File: src/suis_pkg.sv
// ----------------------------------------------------------------------------
// suis_pkg: shared types and codes for the sorted unique key sets
// Word formats of the request and result ports, status and command codes,
// and the control group that the top level sends down the row of cells.
// ----------------------------------------------------------------------------
`default_nettype none

package suis_pkg;

    localparam int KEY_W    = 32;
    localparam int STATUS_W = 3;
    localparam int ECNT_W   = 6;

    // command codes
    localparam logic CMD_INSERT = 1'b0;
    localparam logic CMD_LOOKUP = 1'b1;

    // status codes
    localparam logic [STATUS_W-1:0] ST_INSERTED  = 3'd0;
    localparam logic [STATUS_W-1:0] ST_PRESENT   = 3'd1;
    localparam logic [STATUS_W-1:0] ST_FULL      = 3'd2;
    localparam logic [STATUS_W-1:0] ST_FOUND     = 3'd3;
    localparam logic [STATUS_W-1:0] ST_NOT_FOUND = 3'd4;

    typedef struct packed {
        logic             command;
        logic             list_select;
        logic [KEY_W-1:0] key;
    } t_in_word;

    typedef struct packed {
        logic [STATUS_W-1:0] status;
        logic [ECNT_W-1:0]   entry_count;
    } t_out_word;

    // control group broadcast to every cell
    typedef struct packed {
        logic cmp_en;   // latch compare flags against the request key
        logic ins_en;   // apply the ordered insert (shift up / store key)
    } t_cell_ctl;

endpackage

`default_nettype wire

File: src/suis_cell.sv
// ----------------------------------------------------------------------------
// suis_cell: one slot position of the sorted sets
// Holds the key at this position for every set, compares it with the request
// key and, on insert, takes either the new key or its left neighbor's key.
// ----------------------------------------------------------------------------
`default_nettype none

module suis_cell #(
    parameter int CELL_INDEX = 0,
    parameter int NUM_LISTS  = 2,
    parameter int LS_W       = 1,
    parameter int CNT_W      = 6
) (
    input  wire logic                       i_clk,
    input  wire logic                       i_rst_n,
    input  wire suis_pkg::t_cell_ctl        i_ctl,
    input  wire logic [LS_W-1:0]            i_lst,
    input  wire logic [CNT_W-1:0]           i_count,
    input  wire logic [suis_pkg::KEY_W-1:0] i_key,
    input  wire logic [suis_pkg::KEY_W-1:0] i_left_key,
    input  wire logic                       i_left_lt,
    output logic      [suis_pkg::KEY_W-1:0] o_key,
    output logic                            o_lt,
    output logic                            o_eq
);

    logic [suis_pkg::KEY_W-1:0] r_key [NUM_LISTS];
    logic                       r_lt;
    logic                       r_eq;
    logic                       w_valid;
    logic                       w_in_span;

    localparam logic [CNT_W-1:0] MY_IDX = CNT_W'(CELL_INDEX);

    assign o_key     = r_key[i_lst];
    assign w_valid   = MY_IDX < i_count;
    // slot may receive the neighbor's key when the neighbor held an entry
    assign w_in_span = (CELL_INDEX > 0) && (MY_IDX <= i_count);

    always_ff @(posedge i_clk) begin
        if (!i_rst_n) begin
            r_lt <= 1'b0;
            r_eq <= 1'b0;
        end else if (i_ctl.cmp_en) begin
            r_lt <= w_valid && (o_key < i_key);
            r_eq <= w_valid && (o_key == i_key);
        end
    end

    always_ff @(posedge i_clk) begin
        if (i_ctl.ins_en) begin
            if (i_left_lt && !r_lt) begin
                r_key[i_lst] <= i_key;
            end else if (!i_left_lt && w_in_span) begin
                r_key[i_lst] <= i_left_key;
            end
        end
    end

    assign o_lt = r_lt;
    assign o_eq = r_eq;

endmodule

`default_nettype wire

File: src/sorted_unique_set_insert_lookup_top.sv
// ----------------------------------------------------------------------------
// sorted_unique_set_insert_lookup_top: sorted unique 32-bit key sets
// Sequence: an accepted request is registered, its compare flags are latched in
//   S_CMP, and its result word and o_valid are registered at the end of S_EXEC.
// A new request is taken only back in S_IDLE; busy covers the compare and the
//   update cycle, independent of set size (all cells compare in parallel).
// Reset (synchronous, active low) empties every set; key slots are not
//   cleared, entries above a set's count are never read.
// ----------------------------------------------------------------------------
`default_nettype none

module sorted_unique_set_insert_lookup_top #(
    parameter int LIST_CAPACITY = 32,
    parameter int NUM_LISTS     = 2
) (
    input  wire logic                 i_clk,
    input  wire logic                 i_rst_n,
    input  wire logic                 start,
    input  wire suis_pkg::t_in_word   i_word,
    output logic                      busy,
    output logic                      o_valid,
    output suis_pkg::t_out_word       o_word
);

    // count needs to hold LIST_CAPACITY itself
    localparam int CNT_W = $clog2(LIST_CAPACITY + 1);
    localparam int LS_W  = (NUM_LISTS > 1) ? $clog2(NUM_LISTS) : 1;
    localparam logic [CNT_W-1:0] CAP = CNT_W'(LIST_CAPACITY);

    // sequencer states
    localparam logic [1:0] S_IDLE = 2'd0;
    localparam logic [1:0] S_CMP  = 2'd1;
    localparam logic [1:0] S_EXEC = 2'd2;

    logic [1:0]              r_state, n_state;
    suis_pkg::t_in_word      r_req;
    logic [CNT_W-1:0]        r_len [NUM_LISTS];
    logic                    r_valid, n_valid;
    suis_pkg::t_out_word     r_out, n_out;

    logic                    w_accept;
    logic                    w_sel_ok;
    logic [LS_W-1:0]         w_lst;
    logic [CNT_W-1:0]        w_count;
    logic                    w_hit;
    logic                    w_do_ins;
    suis_pkg::t_cell_ctl     w_ctl;

    // per-cell taps along the chain
    logic [suis_pkg::KEY_W-1:0] w_cell_key [LIST_CAPACITY];
    logic [LIST_CAPACITY-1:0]   w_lt;
    logic [LIST_CAPACITY-1:0]   w_eq;

    assign w_accept = start && !busy;
    assign busy     = (r_state != S_IDLE);

    // a select beyond the configured sets is refused without touching state
    assign w_sel_ok = {31'b0, r_req.list_select} < 32'(NUM_LISTS);
    assign w_lst    = LS_W'(r_req.list_select) & {LS_W{w_sel_ok}};
    assign w_count  = w_sel_ok ? r_len[w_lst] : '0;

    assign w_hit    = |w_eq;
    assign w_do_ins = w_sel_ok && (r_req.command == suis_pkg::CMD_INSERT)
                   && !w_hit && (w_count < CAP);

    assign w_ctl.cmp_en = (r_state == S_CMP);
    assign w_ctl.ins_en = (r_state == S_EXEC) && w_do_ins;

    // row of cells: each sees its left neighbor's key and less-than flag
    for (genvar g = 0; g < LIST_CAPACITY; g++) begin : g_cell
        logic [suis_pkg::KEY_W-1:0] w_left_key;
        logic                       w_left_lt;

        if (g == 0) begin : g_head
            assign w_left_key = r_req.key;
            assign w_left_lt  = 1'b1;
        end else begin : g_body
            assign w_left_key = w_cell_key[g-1];
            assign w_left_lt  = w_lt[g-1];
        end

        suis_cell #(
            .CELL_INDEX (g),
            .NUM_LISTS  (NUM_LISTS),
            .LS_W       (LS_W),
            .CNT_W      (CNT_W)
        ) u_cell (
            .i_clk      (i_clk),
            .i_rst_n    (i_rst_n),
            .i_ctl      (w_ctl),
            .i_lst      (w_lst),
            .i_count    (w_count),
            .i_key      (r_req.key),
            .i_left_key (w_left_key),
            .i_left_lt  (w_left_lt),
            .o_key      (w_cell_key[g]),
            .o_lt       (w_lt[g]),
            .o_eq       (w_eq[g])
        );
    end

    // next state and result word
    always_comb begin
        n_state = r_state;
        n_valid = 1'b0;
        n_out   = r_out;
        unique case (r_state)
            S_IDLE: begin
                if (w_accept) begin
                    n_state = S_CMP;
                end
            end
            S_CMP: begin
                n_state = S_EXEC;
            end
            S_EXEC: begin
                n_state = S_IDLE;
                n_valid = 1'b1;
                n_out.entry_count = suis_pkg::ECNT_W'(w_count);
                priority if (!w_sel_ok) begin
                    n_out.status = (r_req.command == suis_pkg::CMD_LOOKUP)
                                 ? suis_pkg::ST_NOT_FOUND : suis_pkg::ST_FULL;
                end else if (r_req.command == suis_pkg::CMD_LOOKUP) begin
                    n_out.status = w_hit ? suis_pkg::ST_FOUND
                                         : suis_pkg::ST_NOT_FOUND;
                end else if (w_hit) begin
                    n_out.status = suis_pkg::ST_PRESENT;
                end else if (!w_do_ins) begin
                    n_out.status = suis_pkg::ST_FULL;
                end else begin
                    n_out.status      = suis_pkg::ST_INSERTED;
                    n_out.entry_count = suis_pkg::ECNT_W'(w_count + 1'b1);
                end
            end
            default: begin
                n_state = S_IDLE;
            end
        endcase
    end

    always_ff @(posedge i_clk) begin
        if (!i_rst_n) begin
            r_state <= S_IDLE;
            r_valid <= 1'b0;
            for (int i = 0; i < NUM_LISTS; i++) begin
                r_len[i] <= '0;
            end
        end else begin
            r_state <= n_state;
            r_valid <= n_valid;
            if (w_ctl.ins_en) begin
                r_len[w_lst] <= w_count + 1'b1;
            end
        end
    end

    always_ff @(posedge i_clk) begin
        r_out <= n_out;
        if (w_accept) begin
            r_req <= i_word;
        end
    end

    assign o_valid = r_valid;
    assign o_word  = r_out;

    // ------------------------------------------------------------------
    // checks
    // ------------------------------------------------------------------

    // a result word only follows the update cycle
    a_valid_after_exec: assert property (@(posedge i_clk) disable iff (!i_rst_n)
        o_valid |-> $past(r_state == S_EXEC))
        else $error("result word without update cycle");

    // an accepted request always enters the compare cycle
    a_accept_to_cmp: assert property (@(posedge i_clk) disable iff (!i_rst_n)
        (start && !busy) |=> (r_state == S_CMP))
        else $error("accepted request did not start compare");

    // set 0 never grows past its capacity
    a_len_bound: assert property (@(posedge i_clk) disable iff (!i_rst_n)
        r_len[0] <= CAP)
        else $error("set length above capacity");

    // an inserted result never reports an entry count of zero, unless the capacity reaches 64 and the count can wrap
    a_ins_count: assert property (@(posedge i_clk) disable iff (!i_rst_n)
        (o_valid && o_word.status == suis_pkg::ST_INSERTED)
            |-> (o_word.entry_count != 6'd0 || LIST_CAPACITY >= 64))
        else $error("insert reported empty set");

endmodule

`default_nettype wire
File: config.mk
export PLATFORM = sky130hd
export DESIGN_NAME = sorted_unique_set_insert_lookup_top
export DESIGN_NICKNAME = d
export VERILOG_FILES = /design/src/suis_pkg.sv /design/src/suis_cell.sv /design/src/sorted_unique_set_insert_lookup_top.sv
export SDC_FILE = /design/constraint.sdc
export NUM_CORES = 2
export LEC_CHECK = 0
export BUFFER_PORTS_ARGS = -buffer_cell sky130_fd_sc_hd__buf_4
export CORE_MARGIN = 5
export CORE_UTILIZATION = 35
export DETAILED_ROUTE_END_ITERATION = 7
export GPL_TIMING_DRIVEN = 0
export PLACE_DENSITY_LB_ADDON = 0.1
export SLEW_MARGIN = 20
export SYNTH_ARGS = -nofsm -noshare
export SYNTH_HDL_FRONTEND = slang
export SYNTH_SLANG_ARGS = --single-unit
File: constraint.sdc
create_clock -name i_clk -period 5.4 [get_ports i_clk]
set_input_delay 0.81 -clock i_clk [delete_from_list [all_inputs] [get_ports i_clk]]
set_output_delay 0.81 -clock i_clk [all_outputs]
set_load 0.005 [all_outputs]
==> reports/results.tsv <==
stage	metric	value	unit
sta	rsz0062_at_grt	false	
yosys	mappedNetlistArea	112000	sq um
sta	finClkSkew	55.5	ps
finish	final_area	131000	sq um
floorplanning	rows	207	
sta	fmax	0.185	GHz
sta	setup_slack	-1.83	ps
min_path	min_path_type	in2reg	
yosys	syn_nets	9537	
worst_setup_path	worstPathRequired	6160	ps
worst_setup_path	endpoint_kind	flip-flop	
floorplanning	core_area	318000	sq um
clocking	numCtsBuffers	265	
yosys	async_flop_share	0	%
place	dp_worst_setup_slack	-1210	ps
place	gp_congestion	0.899	
global_route	grt_max_degree	28	
clocking	ctsHoldBuffers	0	
yosys	ys.flop_type	edfxtp_1	
job	cap_violations	0	
yosys	syn_avg_cell_area	13.2	sq um
detailed_routing	drc	0	
global_route	grt_pass1_vias	74965	
detailed_routing	drtIter0Drc	8958	
sta	slew_headroom	16.5	%
yosys	yosys.area.top_type	edfxtp_1	
power	max-vdd-ir-drop	0.000322	V
outcome	status	finished with violations	
global_route	antenna_found_initial	73	
detailed_routing	ant_nets	0	
finish	drive_gt1_share	24.3	%
min_path	holdPathStages	1	
global_route	grt-ovfl-total	0	
floorplanning	dieArea	330000	sq um
worst_setup_path	r2r_cells	12	
detailed_routing	vias	76603	
global_route	track_usage	25.7	%
clocking	clock-sinks	2171	
sta	hold_viol_final	0	
yosys	ys_warn_count	0	
finish	layout_commonest_cell	edfxtp_1	
sta	maxSlewViolCount	0	
clocking	clk_pin_slew	60	ps
yosys	synth_cells	8473	
sta	period_share	100	%
place	port-buffer-count	46	
finish	utilization	41.2	%
yosys	synth-edff-count	2103	
detailed_routing	avgRoutedWirePerCell	32.6	um
floorplanning	initial_core_util	35.1	%
yosys	yosysUniqueCellTypes	79	
clocking	cts_tree	built	
clocking	root_buffer	clkbuf_16	
floorplanning	die_w	574	um
clocking	insertion_delay	900	ps
finish	layout_common_cells	edfxtp_1 (2103), mux2_2 (1168), ha_1 (1027)	
yosys	synth.area.top_cells	edfxtp_1 (57%), mux2_2 (12%), ha_1 (12%)	
detailed_routing	drt_wl_total	438000	um
power	p_leak	45.9	nW
worst_setup_path	worst_setup_path_start_kind	flip-flop	
power	power.density	322	nW/um^2
place	dpl.cell_count	12896	
finish	final_nets	10052	
outcome	violations	setup timing	
worst_setup_path	path_max_fanout	10	
finish	syn_to_final_growth	17.4	%
global_route	grt_pass1_wl	596000	um
yosys	yosysTopAreaCellShare	56.6	%
detailed_routing	first_pass_iters	6	
sta	final.setup.tns	-1.83	ps
place	place_hpwl	333000	um
finish	finalNonFillerCells	13412	
clocking	htreeDepth	5	
finish	fill_cells	29514	
floorplanning	ios	48	
sta	setup_viol	1	
yosys	ys_seq_area_share	57.9	%
sta	worstMarginPinSlew	1250	ps
sta	min_period	5400	ps
detailed_routing	viasPerCell	5.71	
worst_setup_path	worstSetupPathType	reg2reg	
floorplanning	die_h	574	um
power	p_total	42.2	mW
clocking	clock_path_buffers	4	
place	dpl_cell_area	122000	sq um
sta	whs	83.4	ps
min_path	min-delay-start	i_word[12]	
worst_setup_path	crit_arrival	6160	ps
yosys	synth_seq_cells	2171	
[what timing repair did]
item,4_1_cts,5_1_grt
pin swaps,0,0
setup buffers,5,0
resized for setup,20,7
endpoints found under the setup margin,964,118
[flip-flops by register name, indices dropped and copies added (netlist names), named ones only]
register and cells:
r_state 2, g_cell.u_cell.o_eq 32, g_cell.w_left_key 32, o_word 9
r_len 12, o_valid 1, w_lst 1, g_cell.u_cell.o_lt 32
r_req 1, g_cell.u_cell.r_key 2048
[where the power goes]
group	leakage [nW]	total, mW	switching (mW)	internal (mW)
logic	22.2	5.61	3.65	1.96
registers	19.5	18.8	0.140	18.7
clock network	4.16	17.8	7.39	10.4
[routing by layer]
layer	GRT usage (%)	vias to the layer above	wire length, um
met3	3.59	645	32000
met2	39.1	2972	191000
met4	10.8	8	20800
li1	-	33820	-
met1	36.7	39158	194000
met5	0	-	49
[critical path, stage by stage (launching register included)]
cell      delay, ps
dfxtp_1         450
buf_6           200
buf_8           150
buf_2           320
buf_4           390
clkbuf_2        660
buf_2           580
mux2_2          420
ha_1            300
nand4_1         250
nor4_1          760
a21boi_0        600
o31ai_1         140
[logic make-up (layout without fill, tap and decap cells)]
| group | count (synthesis) | count (layout) | share of synthesized area, % |
|---|---|---|---|
| DFF | 2171 | 2171 | 57.9 |
| and+or+nand+nor | 1853 | 1853 | 7.61 |
| AOI/OAI and AO/OA | 1719 | 1719 | 8.63 |
| muxes | 1233 | 1233 | 12.4 |
| adders and majority gates | 1027 | 1027 | 11.5 |
| buffers and inverters | 464 | 1189 | 1.93 |
| xor gates and xnor gates | 6 | 6 | 0.0471 |
| other | 0 | 34 | 0 |
[layout make-up]
| type | instances | area [sq um] | share of cell area [%] |
|---|---|---|---|
| Clock inverter | 145 | 1500 | 1.15 |
| Sequential cell | 2171 | 64500 | 49.3 |
| Multi-Input combinational cell | 5838 | 45500 | 34.7 |
| Timing Repair Buffer | 248 | 4760 | 3.63 |
| Tap cell | 4180 | 5230 | 3.99 |
| Buffer | 401 | 2130 | 1.63 |
| Inverter | 63 | 244 | 0.186 |
| Clock buffer | 332 | 7050 | 5.38 |
| Antenna cell | 34 | 85.1 | 0.0650 |
[cells in the mapped netlist (all sizes together) (16+ instances only)]
| cell type | count |
|---|---|
| a2111oi | 16 |
| a211oi | 48 |
| a21boi | 16 |
| a21o | 109 |
| a21oi | 853 |
| a221o | 21 |
| a221oi | 26 |
| and2 | 18 |
| and4 | 23 |
| buf | 221 |
| clkbuf | 180 |
| dfxtp | 68 |
| edfxtp | 2103 |
| ha | 1027 |
| inv | 63 |
| mux2 | 1187 |
| mux2i | 46 |
| nand2 | 665 |
| nand3 | 123 |
| nand4 | 227 |
| nor2 | 590 |
| nor2b | 37 |
| nor3 | 55 |
| nor4 | 49 |
| o211ai | 22 |
| o21ai | 531 |
| o31ai | 25 |
[path summary, 6_finish.rpt]
kind / end / slack, ps
hold / removal: g_cell[0].w_left_key[12]$_DFFE_PP_ / 80
setup / recovery: g_cell[19].u_cell.o_lt$_SDFFE_PN0N_ / -2
hold reg to reg: g_cell[0].u_cell.o_eq$_SDFFE_PN0N_ / 450
setup reg to reg: g_cell[19].u_cell.o_lt$_SDFFE_PN0N_ / -2
No activity file was read; power rests on OpenSTA's default activity.
